### config.mk
export PLATFORM = sky130hd
export DESIGN_NAME = lifecycle_sequencer_with_fencing
export DESIGN_NICKNAME = d
export VERILOG_FILES = /design/src/lsf_pkg.sv /design/src/lifecycle_sequencer_with_fencing.sv
export SDC_FILE = /design/constraint.sdc
export NUM_CORES = 1
export LEC_CHECK = 0
export BUFFER_PORTS_ARGS = -buffer_cell sky130_fd_sc_hd__buf_2
export CAP_MARGIN = 20
export CORE_AREA = 2 2 63 65
export DETAILED_ROUTE_END_ITERATION = 6
export DIE_AREA = 0 0 65 67
export PLACE_DENSITY = 0.92
export REMOVE_ABC_BUFFERS = 1
export SETUP_SLACK_MARGIN = 0.5
export SLEW_MARGIN = 20
export SYNTH_ARGS = -nofsm -noshare
export SYNTH_HDL_FRONTEND = slang
export SYNTH_SLANG_ARGS = --single-unit
export TNS_END_PERCENT = 100
### constraint.sdc
create_clock -name clk -period 4.9 [get_ports clk]
set_input_delay 0 -clock clk [delete_from_list [all_inputs] [get_ports clk]]
set_output_delay 0 -clock clk [all_outputs]
set_load 0.03 [all_outputs]
### src/lsf_pkg.sv
// ----------------------------------------------------------------------------
// lsf_pkg
// Encodings for the lifecycle sequencer: phases, dispositions, event codes,
// fact bits and action bits.
// ----------------------------------------------------------------------------
package lsf_pkg;

    localparam int KIND_W  = 5;
    localparam int FACTS_W = 19;
    localparam int STATE_W = 5;
    localparam int DISP_W  = 3;
    localparam int ACT_W   = 15;

    typedef enum logic [STATE_W-1:0] {
        ST_STOPPED         = 5'd0,
        ST_REFUSED         = 5'd1,
        ST_FENCED          = 5'd2,
        ST_COMPLETE        = 5'd3,
        ST_REFUSED_CLEAN   = 5'd4,
        ST_TEARDOWN        = 5'd5,
        ST_BOUND           = 5'd6,
        ST_ENDPOINTS_READY = 5'd7,
        ST_RUNNER_READY    = 5'd8,
        ST_INPUT_TRANSFER  = 5'd9,
        ST_LAUNCHER_OK     = 5'd10,
        ST_CHILD_RUNNING   = 5'd11,
        ST_RESULT_OK       = 5'd12,
        ST_TRAILER_DONE    = 5'd13,
        ST_FRAME_SEEN      = 5'd14,
        ST_TERMINAL_PROOF  = 5'd15,
        ST_DURABLE_COMMIT  = 5'd16,
        ST_ABSENCE_PROVEN  = 5'd17,
        ST_CLEANUP_REQ     = 5'd18
    } phase_t;

    typedef enum logic [DISP_W-1:0] {
        DP_REFUSED  = 3'd0,
        DP_FENCED   = 3'd1,
        DP_REPLAY   = 3'd2,
        DP_TEARDOWN = 3'd3,
        DP_ADVANCED = 3'd4
    } disp_t;

    // event codes; 0..8 are faults, 26..31 unknown
    localparam logic [KIND_W-1:0] EV_FAULT_LAST  = 5'd8;
    localparam logic [KIND_W-1:0] EV_STORE_INDET = 5'd9;
    localparam logic [KIND_W-1:0] EV_RESP_LOST   = 5'd10;
    localparam logic [KIND_W-1:0] EV_BIND        = 5'd11;
    localparam logic [KIND_W-1:0] EV_ENDPOINTS   = 5'd12;
    localparam logic [KIND_W-1:0] EV_DRAINS      = 5'd13;
    localparam logic [KIND_W-1:0] EV_RUNNER      = 5'd14;
    localparam logic [KIND_W-1:0] EV_INPUTS      = 5'd15;
    localparam logic [KIND_W-1:0] EV_CHILD       = 5'd16;
    localparam logic [KIND_W-1:0] EV_RESULT      = 5'd17;
    localparam logic [KIND_W-1:0] EV_TRAILER     = 5'd18;
    localparam logic [KIND_W-1:0] EV_FRAME       = 5'd19;
    localparam logic [KIND_W-1:0] EV_TERMINAL    = 5'd20;
    localparam logic [KIND_W-1:0] EV_DURABLE     = 5'd21;
    localparam logic [KIND_W-1:0] EV_DELIVERED   = 5'd22;
    localparam logic [KIND_W-1:0] EV_TD_CONF     = 5'd23;
    localparam logic [KIND_W-1:0] EV_ABS_CONF    = 5'd24;
    localparam logic [KIND_W-1:0] EV_CLEAN_CONF  = 5'd25;

    // required fact sets
    localparam logic [FACTS_W-1:0] NEED_BIND      = 19'h0000F;
    localparam logic [FACTS_W-1:0] NEED_ENDPOINTS = 19'h00200;
    localparam logic [FACTS_W-1:0] NEED_DRAINS    = 19'h00400;
    localparam logic [FACTS_W-1:0] NEED_INPUTS    = 19'h03800;
    localparam logic [FACTS_W-1:0] NEED_RESULT    = 19'h04000;
    localparam logic [FACTS_W-1:0] NEED_TRAILER   = 19'h08000;
    localparam logic [FACTS_W-1:0] NEED_FRAME     = 19'h10000;
    localparam logic [FACTS_W-1:0] NEED_TERMINAL  = 19'h001F0;
    localparam logic [FACTS_W-1:0] NEED_DURABLE   = 19'h20000;
    localparam logic [FACTS_W-1:0] NEED_TD_CONF   = 19'h00080;
    localparam logic [FACTS_W-1:0] NEED_ABS_CONF  = 19'h00050;
    localparam logic [FACTS_W-1:0] NEED_CLEAN     = 19'h40000;

    // action bits
    localparam logic [ACT_W-1:0] AC_NONE          = 15'h0000;
    localparam logic [ACT_W-1:0] AC_STOP_MISMATCH = 15'h0001;
    localparam logic [ACT_W-1:0] AC_FENCE_STORE   = 15'h0002;
    localparam logic [ACT_W-1:0] AC_REQ_TEARDOWN  = 15'h0004;
    localparam logic [ACT_W-1:0] AC_REPLAY_STORED = 15'h0008;
    localparam logic [ACT_W-1:0] AC_CREATE_EPS    = 15'h0010;
    localparam logic [ACT_W-1:0] AC_START_DRAINS  = 15'h0020;
    localparam logic [ACT_W-1:0] AC_START_RUNNER  = 15'h0040;
    localparam logic [ACT_W-1:0] AC_WRITE_SOURCE  = 15'h0080;
    localparam logic [ACT_W-1:0] AC_WRITE_INPUT   = 15'h0100;
    localparam logic [ACT_W-1:0] AC_CLOSE_WRITERS = 15'h0200;
    localparam logic [ACT_W-1:0] AC_ALLOW_CHILD   = 15'h0400;
    localparam logic [ACT_W-1:0] AC_REQ_DURABLE   = 15'h0800;
    localparam logic [ACT_W-1:0] AC_DELIVER_STORE = 15'h1000;
    localparam logic [ACT_W-1:0] AC_PROVE_ABSENCE = 15'h2000;
    localparam logic [ACT_W-1:0] AC_REMOVE_ROOT   = 15'h4000;

endpackage

### src/lifecycle_sequencer_with_fencing.sv
// An accepted word has its result registered and shown from the next cycle on.
// Throughput: one word per cycle while out_ready is high; the output register is refilled whenever it is
// empty or being taken, so input and output run back to back.
// The combinational phase decode sets the rate.
// Reset (rst_n low, asynchronous): phase stopped, durable flag clear, output empty.
// ----------------------------------------------------------------------------
// lifecycle_sequencer_with_fencing
// Lifecycle phase sequencer with store fencing: decodes one event word per
// cycle while the output register is free or being taken, against the
// current phase and facts, and registers the new phase, disposition and actions.
// ----------------------------------------------------------------------------
module lifecycle_sequencer_with_fencing (
    input  logic                          clk,
    input  logic                          rst_n,
    input  logic                          in_valid,
    output logic                          in_ready,
    input  logic [lsf_pkg::KIND_W-1:0]    kind,
    input  logic [lsf_pkg::FACTS_W-1:0]   facts,
    output logic                          out_valid,
    input  logic                          out_ready,
    output logic [lsf_pkg::STATE_W-1:0]   next_state,
    output logic [lsf_pkg::DISP_W-1:0]    disposition,
    output logic [lsf_pkg::ACT_W-1:0]     actions
);
    import lsf_pkg::*;

    phase_t             phase_reg, phase_next;
    logic               durable_reg, durable_next;
    logic               out_valid_reg, out_valid_next;
    phase_t             state_out_reg;
    disp_t              disp_out_reg, disp_next;
    logic [ACT_W-1:0]   act_out_reg, act_next;
    logic               in_fire;
    logic               faulted;

    assign in_ready = !out_valid_reg || out_ready;
    assign in_fire  = in_valid && in_ready;
    assign faulted  = (kind <= EV_FAULT_LAST) || (kind == EV_RESP_LOST && !durable_reg);

    always_ff @(posedge clk or negedge rst_n)
    begin
        if (!rst_n)
        begin
            phase_reg     <= ST_STOPPED;
            durable_reg   <= 1'b0;
            out_valid_reg <= 1'b0;
        end
        else
        begin
            out_valid_reg <= out_valid_next;
            if (in_fire)
            begin
                phase_reg   <= phase_next;
                durable_reg <= durable_next;
            end
        end
    end

    always_ff @(posedge clk)
    begin
        if (in_fire)
        begin
            state_out_reg <= phase_next;
            disp_out_reg  <= disp_next;
            act_out_reg   <= act_next;
        end
    end

    always_comb
    begin
        out_valid_next = in_fire ? 1'b1 : (out_valid_reg && !out_ready);
        durable_next   = durable_reg;
        // default: no match refuses
        phase_next     = ST_REFUSED;
        disp_next      = DP_REFUSED;
        act_next       = AC_STOP_MISMATCH;

        if (kind == EV_STORE_INDET)
        begin
            durable_next = 1'b0;
            phase_next   = ST_FENCED;
            disp_next    = DP_FENCED;
            act_next     = AC_FENCE_STORE | AC_REQ_TEARDOWN;
        end
        else if (phase_reg == ST_COMPLETE)
        begin
            phase_next = ST_COMPLETE;
            if (kind == EV_RESP_LOST && durable_reg)
            begin
                disp_next = DP_REPLAY;
                act_next  = AC_REPLAY_STORED;
            end
        end
        else if (phase_reg == ST_FENCED)
        begin
            phase_next = ST_FENCED;
            disp_next  = DP_FENCED;
            act_next   = AC_FENCE_STORE;
        end
        else if (phase_reg == ST_REFUSED_CLEAN || phase_reg == ST_REFUSED)
        begin
            phase_next = phase_reg;
        end
        else if (faulted)
        begin
            phase_next = ST_TEARDOWN;
            disp_next  = DP_TEARDOWN;
            act_next   = AC_REQ_TEARDOWN;
        end
        else
        begin
            unique case (phase_reg)
                ST_STOPPED:
                    if (kind == EV_BIND && (facts & NEED_BIND) == NEED_BIND)
                    begin
                        phase_next = ST_BOUND;
                        disp_next  = DP_ADVANCED;
                        act_next   = AC_CREATE_EPS;
                    end
                ST_BOUND:
                    if (kind == EV_ENDPOINTS && (facts & NEED_ENDPOINTS) == NEED_ENDPOINTS)
                    begin
                        phase_next = ST_ENDPOINTS_READY;
                        disp_next  = DP_ADVANCED;
                        act_next   = AC_START_DRAINS;
                    end
                ST_ENDPOINTS_READY:
                    if (kind == EV_DRAINS && (facts & NEED_DRAINS) == NEED_DRAINS)
                    begin
                        phase_next = ST_RUNNER_READY;
                        disp_next  = DP_ADVANCED;
                        act_next   = AC_START_RUNNER;
                    end
                ST_RUNNER_READY:
                    if (kind == EV_RUNNER)
                    begin
                        phase_next = ST_INPUT_TRANSFER;
                        disp_next  = DP_ADVANCED;
                        act_next   = AC_WRITE_SOURCE | AC_WRITE_INPUT;
                    end
                ST_INPUT_TRANSFER:
                    if (kind == EV_INPUTS && (facts & NEED_INPUTS) == NEED_INPUTS)
                    begin
                        phase_next = ST_LAUNCHER_OK;
                        disp_next  = DP_ADVANCED;
                        act_next   = AC_CLOSE_WRITERS | AC_ALLOW_CHILD;
                    end
                ST_LAUNCHER_OK:
                    if (kind == EV_CHILD)
                    begin
                        phase_next = ST_CHILD_RUNNING;
                        disp_next  = DP_ADVANCED;
                        act_next   = AC_NONE;
                    end
                ST_CHILD_RUNNING:
                    if (kind == EV_RESULT && (facts & NEED_RESULT) == NEED_RESULT)
                    begin
                        phase_next = ST_RESULT_OK;
                        disp_next  = DP_ADVANCED;
                        act_next   = AC_NONE;
                    end
                ST_RESULT_OK:
                    if (kind == EV_TRAILER && (facts & NEED_TRAILER) == NEED_TRAILER)
                    begin
                        phase_next = ST_TRAILER_DONE;
                        disp_next  = DP_ADVANCED;
                        act_next   = AC_NONE;
                    end
                ST_TRAILER_DONE:
                    if (kind == EV_FRAME && (facts & NEED_FRAME) == NEED_FRAME)
                    begin
                        phase_next = ST_FRAME_SEEN;
                        disp_next  = DP_ADVANCED;
                        act_next   = AC_NONE;
                    end
                ST_FRAME_SEEN:
                    if (kind == EV_TERMINAL && (facts & NEED_TERMINAL) == NEED_TERMINAL)
                    begin
                        phase_next = ST_TERMINAL_PROOF;
                        disp_next  = DP_ADVANCED;
                        act_next   = AC_REQ_DURABLE;
                    end
                ST_TERMINAL_PROOF:
                    if (kind == EV_DURABLE && (facts & NEED_DURABLE) == NEED_DURABLE)
                    begin
                        durable_next = 1'b1;
                        phase_next   = ST_DURABLE_COMMIT;
                        disp_next    = DP_ADVANCED;
                        act_next     = AC_DELIVER_STORE;
                    end
                ST_DURABLE_COMMIT:
                    if (kind == EV_DELIVERED)
                    begin
                        phase_next = ST_COMPLETE;
                        disp_next  = DP_ADVANCED;
                        act_next   = AC_NONE;
                    end
                    else if (kind == EV_RESP_LOST && durable_reg)
                    begin
                        phase_next = ST_COMPLETE;
                        disp_next  = DP_REPLAY;
                        act_next   = AC_REPLAY_STORED;
                    end
                ST_TEARDOWN:
                    if (kind == EV_TD_CONF && (facts & NEED_TD_CONF) == NEED_TD_CONF)
                    begin
                        phase_next = ST_ABSENCE_PROVEN;
                        disp_next  = DP_ADVANCED;
                        act_next   = AC_PROVE_ABSENCE;
                    end
                ST_ABSENCE_PROVEN:
                    if (kind == EV_ABS_CONF && (facts & NEED_ABS_CONF) == NEED_ABS_CONF)
                    begin
                        phase_next = ST_CLEANUP_REQ;
                        disp_next  = DP_ADVANCED;
                        act_next   = AC_REMOVE_ROOT;
                    end
                ST_CLEANUP_REQ:
                    // cleanup ends in the quiet refused phase with no action
                    if (kind == EV_CLEAN_CONF && (facts & NEED_CLEAN) == NEED_CLEAN)
                    begin
                        phase_next = ST_REFUSED_CLEAN;
                        disp_next  = DP_REFUSED;
                        act_next   = AC_NONE;
                    end
                default:
                begin
                    phase_next = ST_REFUSED;
                end
            endcase
        end
    end

    assign out_valid   = out_valid_reg;
    assign next_state  = state_out_reg;
    assign disposition = disp_out_reg;
    assign actions     = act_out_reg;

`ifndef ASSERT_OFF
    a_fence_clears: assert property (@(posedge clk) disable iff (!rst_n)
        in_fire && kind == EV_STORE_INDET |=> phase_reg == ST_FENCED && !durable_reg)
        else $error("store fence did not fence or clear durable");

    a_complete_sticky: assert property (@(posedge clk) disable iff (!rst_n)
        in_fire && phase_reg == ST_COMPLETE && kind != EV_STORE_INDET
        |=> phase_reg == ST_COMPLETE)
        else $error("complete phase left without fence");

    a_replay_complete: assert property (@(posedge clk) disable iff (!rst_n)
        out_valid_reg && disp_out_reg == DP_REPLAY |-> state_out_reg == ST_COMPLETE)
        else $error("replay outside complete");

    a_durable_rise: assert property (@(posedge clk) disable iff (!rst_n)
        $rose(durable_reg) |-> phase_reg == ST_DURABLE_COMMIT)
        else $error("durable flag set outside durable commit");

    a_out_matches_phase: assert property (@(posedge clk) disable iff (!rst_n)
        in_fire |=> state_out_reg == phase_reg)
        else $error("registered state differs from phase");
`endif

endmodule

Yosys cells after proc, flatten, opt, wreduce, memory -nomap -nowiden
Index checks and enable logic that the tools add are counted.
- memories kept: 0
- latch bits: 0
- input bits: 28
- output and inout port bits: 25
- register bits after elaboration: 30
- bits in writable memories: 0
- bits in read-only memories: 0
- reduce and logical (&&, ||, !) cells: 26
- shifts and indexed selects: 0
- equal/unequal tests: 43
- bitwise operators: 0
- mux-type cells: 71
- $mul: 0
- magnitude comparators: 1
- div/mod/pow operators: 0
- add/sub/neg operators: 0
- operators by type and width (cell ; number):
    $pmux W15 S15 ; 1
    $eq A5 B4 Y1 const B ; 15
    $mux W15 ; 5
    $pmux W5 S15 ; 1
    $eq A5 B5 Y1 const B ; 14
    $mux W3 ; 21
    $mux W5 ; 9
    $pmux W3 S14 ; 1
    $mux W4 ; 10
    $eq A5 B3 Y1 const B ; 4
    $logic_and A1 B1 Y1 ; 16
    $mux W14 ; 1
    $mux W1 ; 13
    $mux W13 ; 1
    $mux W12 ; 1
    $mux W11 ; 1
    $eq A5 B2 Y1 const B ; 2
    $mux W9 ; 1
    $mux W7 ; 1
    $reduce_and A7 Y1 ; 1
    $mux W2 ; 3
    $mux W6 ; 1
    $ne A2 B2 Y1 const B ; 3
    $eq A5 B1 Y1 const B ; 1
    9 further kinds ; 14

Longest topological paths before layout
Gate-level depths: netlist of the first run.
- word-level depth: 10
- gate-level depth with buffers: 8

Worst setup path before layout of the first run
No wires, ideal clock.
- path type: register -> register
- from: reg out_valid_reg (netlist: out_valid)
- to: reg act_out_reg[0] (netlist: actions[0]), enable pin
- buffers on the path: 1
- period minus slack after synthesis: 2.231 ns
- setup time: 0.394 ns
- required time: 4.506 ns
- cell stages (with the launch flop): 4
- data arrival time: 1.838 ns
- path slack: 2.669 ns
- path through: dfrtp_1 > nand2b_1 > and2_1 > clkbuf_1
- word-level cells in the longest chain between the ends: 3
- ends and longest elaborated chain (element ; RTL line ; text):
    start: declaration ; lifecycle_sequencer_with_fencing.sv:29 ; logic out_valid_reg, out_valid_next;
    start signal: assignment ; lifecycle_sequencer_with_fencing.sv:50 ; out_valid_reg <= out_valid_next;
    $logic_not A1 Y1 ; lifecycle_sequencer_with_fencing.sv:36 ; assign in_ready = !out_valid_reg || out_ready;
    $logic_or A1 B1 Y1 ; lifecycle_sequencer_with_fencing.sv:36 ;
    net in_ready ; lifecycle_sequencer_with_fencing.sv:16 ; output logic in_ready,
    $logic_and A1 B1 Y1 ; lifecycle_sequencer_with_fencing.sv:37 ; assign in_fire = in_valid && in_ready;
    net in_fire ; lifecycle_sequencer_with_fencing.sv:33 ; logic in_fire;
    end signal: assignment ; lifecycle_sequencer_with_fencing.sv:65 ; act_out_reg <= act_next;
    end: declaration ; lifecycle_sequencer_with_fencing.sv:32 ; logic [ACT_W-1:0] act_out_reg, act_next;
The timed path passes the listed nets, and every way through them passes these cells.
A chain may end at the register's enable or synchronous reset.

Final worst setup path of the first run
- from: reg phase_reg[0]
- to: reg disp_out_reg[2] (netlist: disposition[2]), data pin
- word-level cells in the longest chain between the ends: 6
- ends and longest elaborated chain (element ; RTL line ; text):
    start: declaration ; lifecycle_sequencer_with_fencing.sv:27 ; phase_t phase_reg, phase_next;
    start signal: assignment ; lifecycle_sequencer_with_fencing.sv:53 ; phase_reg <= phase_next;
    $eq A5 B5 Y1, or another cell as far along ; lifecycle_sequencer_with_fencing.sv:112 ; unique case (phase_reg)
    $pmux W3 S14 ; lifecycle_sequencer_with_fencing.sv:112 ;
    $mux W3 ; lifecycle_sequencer_with_fencing.sv:104 ; else if (faulted)
    $mux W3 ; lifecycle_sequencer_with_fencing.sv:100 ; else if (phase_reg == ST_REFUSED_CLEAN || phase_reg == ST_REFUSED)
    $mux W3 ; lifecycle_sequencer_with_fencing.sv:94 ; else if (phase_reg == ST_FENCED)
    $mux W3 (*) ; lifecycle_sequencer_with_fencing.sv:85 ; else if (phase_reg == ST_COMPLETE)
    end signal: assignment ; lifecycle_sequencer_with_fencing.sv:64 ; disp_out_reg <= disp_next;
    end: declaration ; lifecycle_sequencer_with_fencing.sv:31 ; disp_t disp_out_reg, disp_next;
Every way passes the cells marked *; elsewhere a longest branch is shown, timed or not.

==> run summary, run 1 <==
Yosys Warn Count: 0
Final Max Slew Viols: 0
Synth area leader: edfxtp_1
Worst-margin pin slew: 0.771 ns
Worst slew margin: 48.6%
Final Power: 0.702 mW
Largest net degree at the start of global routing: 33
Post-cts hold buffer count: 2
Min cycle time layout: 2.42 ns
Clk pwr share: 25.9%
DIE WIDTH: 65 um
Met2 GRT Util: 42.4%
Util after Layout: 63.9%
Unique masters post-synth: 54
Vias in the first global route: 1784
Die H: 67 um
Dpl hpwl: 3960 um
Final net count: 288
Gr ovfl total: 0
Commonest non-fill, non-tap cell in the layout: buf_2
CP max FO: 19
Core Footprint: 3610 um^2
Switching Power: 0.235 mW
DR pass1 iterations: 5
CP Launch Type: register
Via density: 6.25
Setup violators final: 0
DP Area: 2210 um^2
Max reg flops: 13
# diodes: 0
Worst-Skew Late Latency: 0.27 ns
Met1 GRT Util: 36.7%
Layout cells sized above 1: 27.4%
Clock transition at path regs: 0.09 ns
Number of clock sinks: 28
Initial Utilization: 55.1%
Asr flop ratio synth: 25.0%
GPL Wtd Cong: 1.04
Post CTS Setup Buffer Count: 0
GRT Overall Usage: 26.1%
Critical Path End Type: register
Layout Skew: 0.00424 ns
I/O Buffers: 52
CTS tree: yes
Post-synth EDFFs: 21
Crit share post-route: 49.4%
Sequential share of power: 45.3%
Worst vdd ir: 0.117 mV
Int Pwr: 0.466 mW
H-tree lvl count: 1
CTS resizes: 0
Most Crowded Layer GR: met2
Drt wl/cell: 17.3 um
Register area share after synthesis: 40.5%
Crit path DAT: 2.43 ns
Design Area, Final: 2300 um^2
Max Fclk: 0.413 GHz
Post-Syn Area: 1990 um^2
Multi-input logic area: 1060 um^2
DR DRC count: 0
Initial drt markers: 288
Hold WC Path Type: primary input to register
Cells after Synth: 217
RSZ-0062 raised after global routing: no
Run status: completed
Antenna violations before repair: 0
Hold Fails Final Rpt: 0
Share of the synthesized area in the top cell type: 31.7%
Comb pwr share: 28.7%
Synthesis-stage register bit count: 28
Die area: 4360 um^2
Root Buffer: clkbuf_8
Via Count: 1919
Synth area leaders: edfxtp_1 (32%), dfrtp_1 (8.8%), nor2_1 (3.6%)
Worst hold slack: 0.0171 ns
Filler Cell Count: 307
Most frequent cells in the layout: buf_2 (52), edfxtp_1 (21), nor2_1 (19), nand2_1 (16), nor3_1 (11)
Worst Setup Path Type: register to register
CP required: 4.91 ns
Pleak: 0.952 nW
Row cnt: 22
P per Cell Area: 305 nW/um^2
Storage element area: 806 um^2
Maxcap violations: 0
IO Pins: 53
Setup TNS: 0 ns
Final WL: 5300 um
Met3 GRT Util: 2.03%
Reg2reg setup slack: 2.48 ns
Remaining antenna violation count: 0
Layout area overhead: 15.9%
First-pass GRT wire length: 8670 um
Clock buffer depth: 2
TritonCTS Buffers: 3
Syn Area/Cell: 9.16 um^2
Switching share of power: 33.5%
Primary FF master, synth: edfxtp_1
==> final timing paths <==
kind | start | end | cells past startpoint
min reg2reg | out_valid | out_valid | 2
min | out_ready | out_valid | 3
max reg2reg | phase_reg[0] | disposition[2] | 6
min in group asynchronous | rst_n | durable_reg | 2
max in group asynchronous | rst_n | phase_reg[3] | 2
max | phase_reg[0] | disposition[2] | 6
==> through the flow <==
step	std cells	worst slack (ns)
3_5_place_dp	301	2.55
6_report	307	2.48
2_1_floorplan	200	2.81
5_1_grt	307	2.33
3_3_place_gp	301	2.56
4_1_cts	307	2.56
==> area by class of cell <==
type | instances | area share (%)
sequential | 28 | 35.0
timing repair buffer | 55 | 12.5
clock inverter | 1 | 1.30
clock buffer | 3 | 1.79
inverter | 6 | 0.978
multi-input combinational | 166 | 45.8
tap | 48 | 2.61
==> critical path, stage by stage, from the launching register on <==
cell      delay, ns
dfrtp_1        0.73
inv_1          0.28
nand2_1        0.19
nor4_1         0.08
o21ai_0        0.33
a21boi_1       0.42
nand4_1        0.13
==> metal layers <==
layer | share of wire [%] | wire length, um
met4 | 2.5 | 130
met3 | 8.7 | 461
met5 | 0 | 0
met1 | 43 | 2270
met2 | 46 | 2440
==> Yosys cell counts (3+ instances only) <==
cell and count:
a21oi_1 9, a31oi_1 7, and2_1 3, and3_1 6
and4_1 4, buf_2 8, buf_4 4, clkbuf_1 3
dfrtp_1 7, edfxtp_1 21, inv_1 6, nand2_1 16
nand2b_1 8, nand3_1 10, nand4_1 6, nand4b_1 3
nand4bb_1 3, nor2_1 19, nor2b_1 7, nor3_1 11
nor3b_1 3, nor4_1 5, o21ai_0 9
==> power groups by stage <==
| stage | clock network (mW) | registers, mW | logic [mW] |
|---|---|---|---|
| finish | 0.182 | 0.318 | 0.202 |
| global route | 0.188 | 0.322 | 0.220 |
| CTS | 0.182 | 0.316 | 0.200 |
| detailed placement | 0 | 0.321 | 0.197 |
| global placement | 0 | 0.321 | 0.197 |
| floorplan | 0 | 0.339 | 0.115 |
==> cells by family (layout without fill, tap and decap cells) <==
group	after synthesis	after routing	share of synthesized area, %
mux	1	1	0.755
simple gates	119	119	36.2
buf+inv	23	65	6.36
xor+xnor	2	2	0.881
compound gates	44	44	15.3
flops	28	28	40.5
No activity file was read; power rests on OpenSTA's default activity.
==> inputs of run 2 (changes only) <==
--- a/config.mk
+++ b/config.mk
@@ -7,10 +7,10 @@
 export LEC_CHECK = 0
 export BUFFER_PORTS_ARGS = -buffer_cell sky130_fd_sc_hd__buf_2
 export CAP_MARGIN = 20
-export CORE_AREA = 2 2 63 65
+export CORE_AREA = 2 2 65 67
 export DETAILED_ROUTE_END_ITERATION = 6
-export DIE_AREA = 0 0 65 67
-export PLACE_DENSITY = 0.92
+export DIE_AREA = 0 0 67 69
+export PLACE_DENSITY = 0.88
 export REMOVE_ABC_BUFFERS = 1
 export SETUP_SLACK_MARGIN = 0.5
 export SLEW_MARGIN = 20
==> constraint.sdc (replaced) <==
create_clock -name clk -period 2.3 [get_ports clk]
set_input_delay 0 -clock clk [delete_from_list [all_inputs] [get_ports clk]]
set_output_delay 0 -clock clk [all_outputs]
set_load 0.03 [all_outputs]
==> run 2 against run 1 <==
Net effect: largest cell class unchanged; total power is 150% higher; critical path depth rose by 1; wire length up 19%; clock skew grew 0.0031 ns; core utilization is 5.9 points higher; highest routed layer unchanged.
==> run summary, run 2 (synthesized netlist as in run 1, its figures left out) <==
Dpl hpwl: 4250 um (+7.4%)
DIE WIDTH: 67 um (+3.1%)
Worst slew margin: 68.2% (+20 points)
Final net count: 318 (+10%)
Initial Utilization: 50.8% (-4.3 points)
Most frequent cell on the critical path: o211a_1
Final Max Slew Viols: 0 (unchanged)
Crit-path slowest cell: dfrtp_2
I/O Buffers: 52 (unchanged)
Die area: 4620 um^2 (+6.2%)
DR pass1 iterations: 6 (+1)
Antenna violations before repair: 0 (unchanged)
Commonest non-fill, non-tap cell in the layout: buf_2
Hold Fails Final Rpt: 0 (unchanged)
Max Fclk: 0.524 GHz (+27%)
Largest net degree at the start of global routing: 22 (-33%)
Layout cells sized above 1: 44.6% (+17 points)
CP Launch Type: register
Layout Skew: 0.00730 ns (+0.00306 ns)
Number of clock sinks: 28 (unchanged)
Via density: 6.19 (-0.99%)
Core Footprint: 3910 um^2 (+8.5%)
Drt wl/cell: 18.6 um (+7.7%)
Vias in the first global route: 1857 (+4.1%)
IO Pins: 53 (unchanged)
Storage element area: 815 um^2 (+1.1%)
Cell breakdown of the critical path: buf_6 -> and3b_2 -> o211a_1 -> o21ai_1 -> nor4b_4 -> nand4_1 -> o211a_1
Clock buffer depth: 2 (unchanged)
Initial drt markers: 271 (-5.9%)
# diodes: 0 (unchanged)
Maxcap violations: 0 (unchanged)
TritonCTS Buffers: 3 (unchanged)
Worst vdd ir: 0.318 mV (+170%)
Setup TNS: 0 ns (unchanged)
Run status: completed
CP required: 2.33 ns (-2.58 ns)
Buf/Inv on CP: 1 (unchanged)
Clock transition at path regs: 0.10 ns (about the same)
CTS tree: yes
Via Count: 2098 (+9.3%)
Worst Setup Path Type: register to register
Worst-margin pin slew: 0.476 ns (-0.295 ns)
Remaining antenna violation count: 0 (unchanged)
Crit share post-route: 83.0% (+34 points)
Multi-input logic area: 1200 um^2 (+14%)
Root Buffer: clkbuf_8
RSZ-0062 raised after global routing: yes
CP max FO: 6 (-13)
Max reg flops: 13 (unchanged)
Crit path DAT: 1.94 ns (-0.49 ns)
GPL Wtd Cong: 0.962 (-7.8%)
Pleak: 1.13 nW (+18%)
GRT Overall Usage: 26.6% (+0.50 points)
Filler Cell Count: 321 (+4.6%)
Hold WC Path Type: primary input to register
DR DRC count: 0 (unchanged)
Final WL: 6310 um (+19%)
Worst-Skew Late Latency: 0.27 ns (about the same)
Setup violators final: 0 (unchanged)
H-tree lvl count: 1 (unchanged)
P per Cell Area: 633 nW/um^2 (+110%)
Row cnt: 23 (+4.5%)
Critical Path End Type: register
Top delay family on crit path: simple AND/OR/NAND/NOR gates
First-pass GRT wire length: 9400 um (+8.4%)
Die H: 69 um (+3.0%)
Min cycle time layout: 1.91 ns (-0.512 ns)
Util after Layout: 69.8% (+5.9 points)
Gr ovfl total: 0 (unchanged)
Worst path max stage delay: 0.46 ns (-0.27 ns)
Most frequent cells in the layout: buf_2 (53), buf_4 (24), edfxtp_1 (21), nor2_1 (16), nand2_1 (14)
Layout area overhead: 37.4%
run 2: cell type report:
cell class / instances / area share [%]
Multi-Input combinational cell: 166 / 44.0
Sequential cell: 28 / 29.8
Timing Repair Buffer: 85 / 20.3
Tap cell: 50 / 2.29
Clock buffer: 3 / 1.51
Inverter: 6 / 0.962
Clock inverter: 1 / 1.10
run 2: power breakdown:
group	total (mW)	internal, mW	switching [mW]
logic	0.713	0.312	0.402
registers	0.630	0.598	0.0324
clock network	0.386	0.233	0.153
total	1.73	1.14	0.587
run 2: per-layer routing:
metal	track usage [%]	wire length [um]	up-vias
met5	0	0	-
met1	38.8	2530	993
met3	2.94	535	16
met4	7.03	168	0
met2	41.7	3070	127
li1	-	-	962
run 2: worst min-delay path, stage by stage:
cell and delay, ns:
buf_2 0.07, nand2b_1 0.13, nand2b_1 0.07
run 2: per-stage QoR:
step                cell area [um^2]  setup WS [ns]  hold WS, ns  power [mW]  cells
floorplan                       1880          0.207       -0.296       0.967    200
global placement                2290          0.110       -0.150        1.15    313
detailed placement              2290          0.165       -0.151        1.15    313
CTS                             2520          0.435       0.0399        1.63    330
global route                    2730          0.319       0.0455        1.79    339
finish                          2730          0.392       0.0304        1.73    339
run 2: worst paths after layout:
| kind | cells past startpoint | end | from | slack (ns) |
|---|---|---|---|---|
| worst max-delay path | 7 | actions[0] | phase_reg[3] | 0.39 |
| worst min-delay path | 3 | out_valid | out_ready | 0.03 |
| worst max register to register | 7 | actions[0] | phase_reg[3] | 0.39 |
| worst min register to register | 2 | out_valid | out_valid | 0.55 |
| max in group asynchronous | 2 | phase_reg[1] | rst_n | 2.01 |
| min in group asynchronous | 2 | durable_reg | rst_n | 0.10 |
run 2: timing repair:
action / 4_1_cts / 5_1_grt
endpoints found under the setup margin: 13 / 13
pin swaps: 7 / 12
hold buffers: 2 / 0
endpoints found under the hold margin: 8 / 0
gates resized for setup: 18 / 27
cloned: 0 / 0
setup buffers: 11 / 9
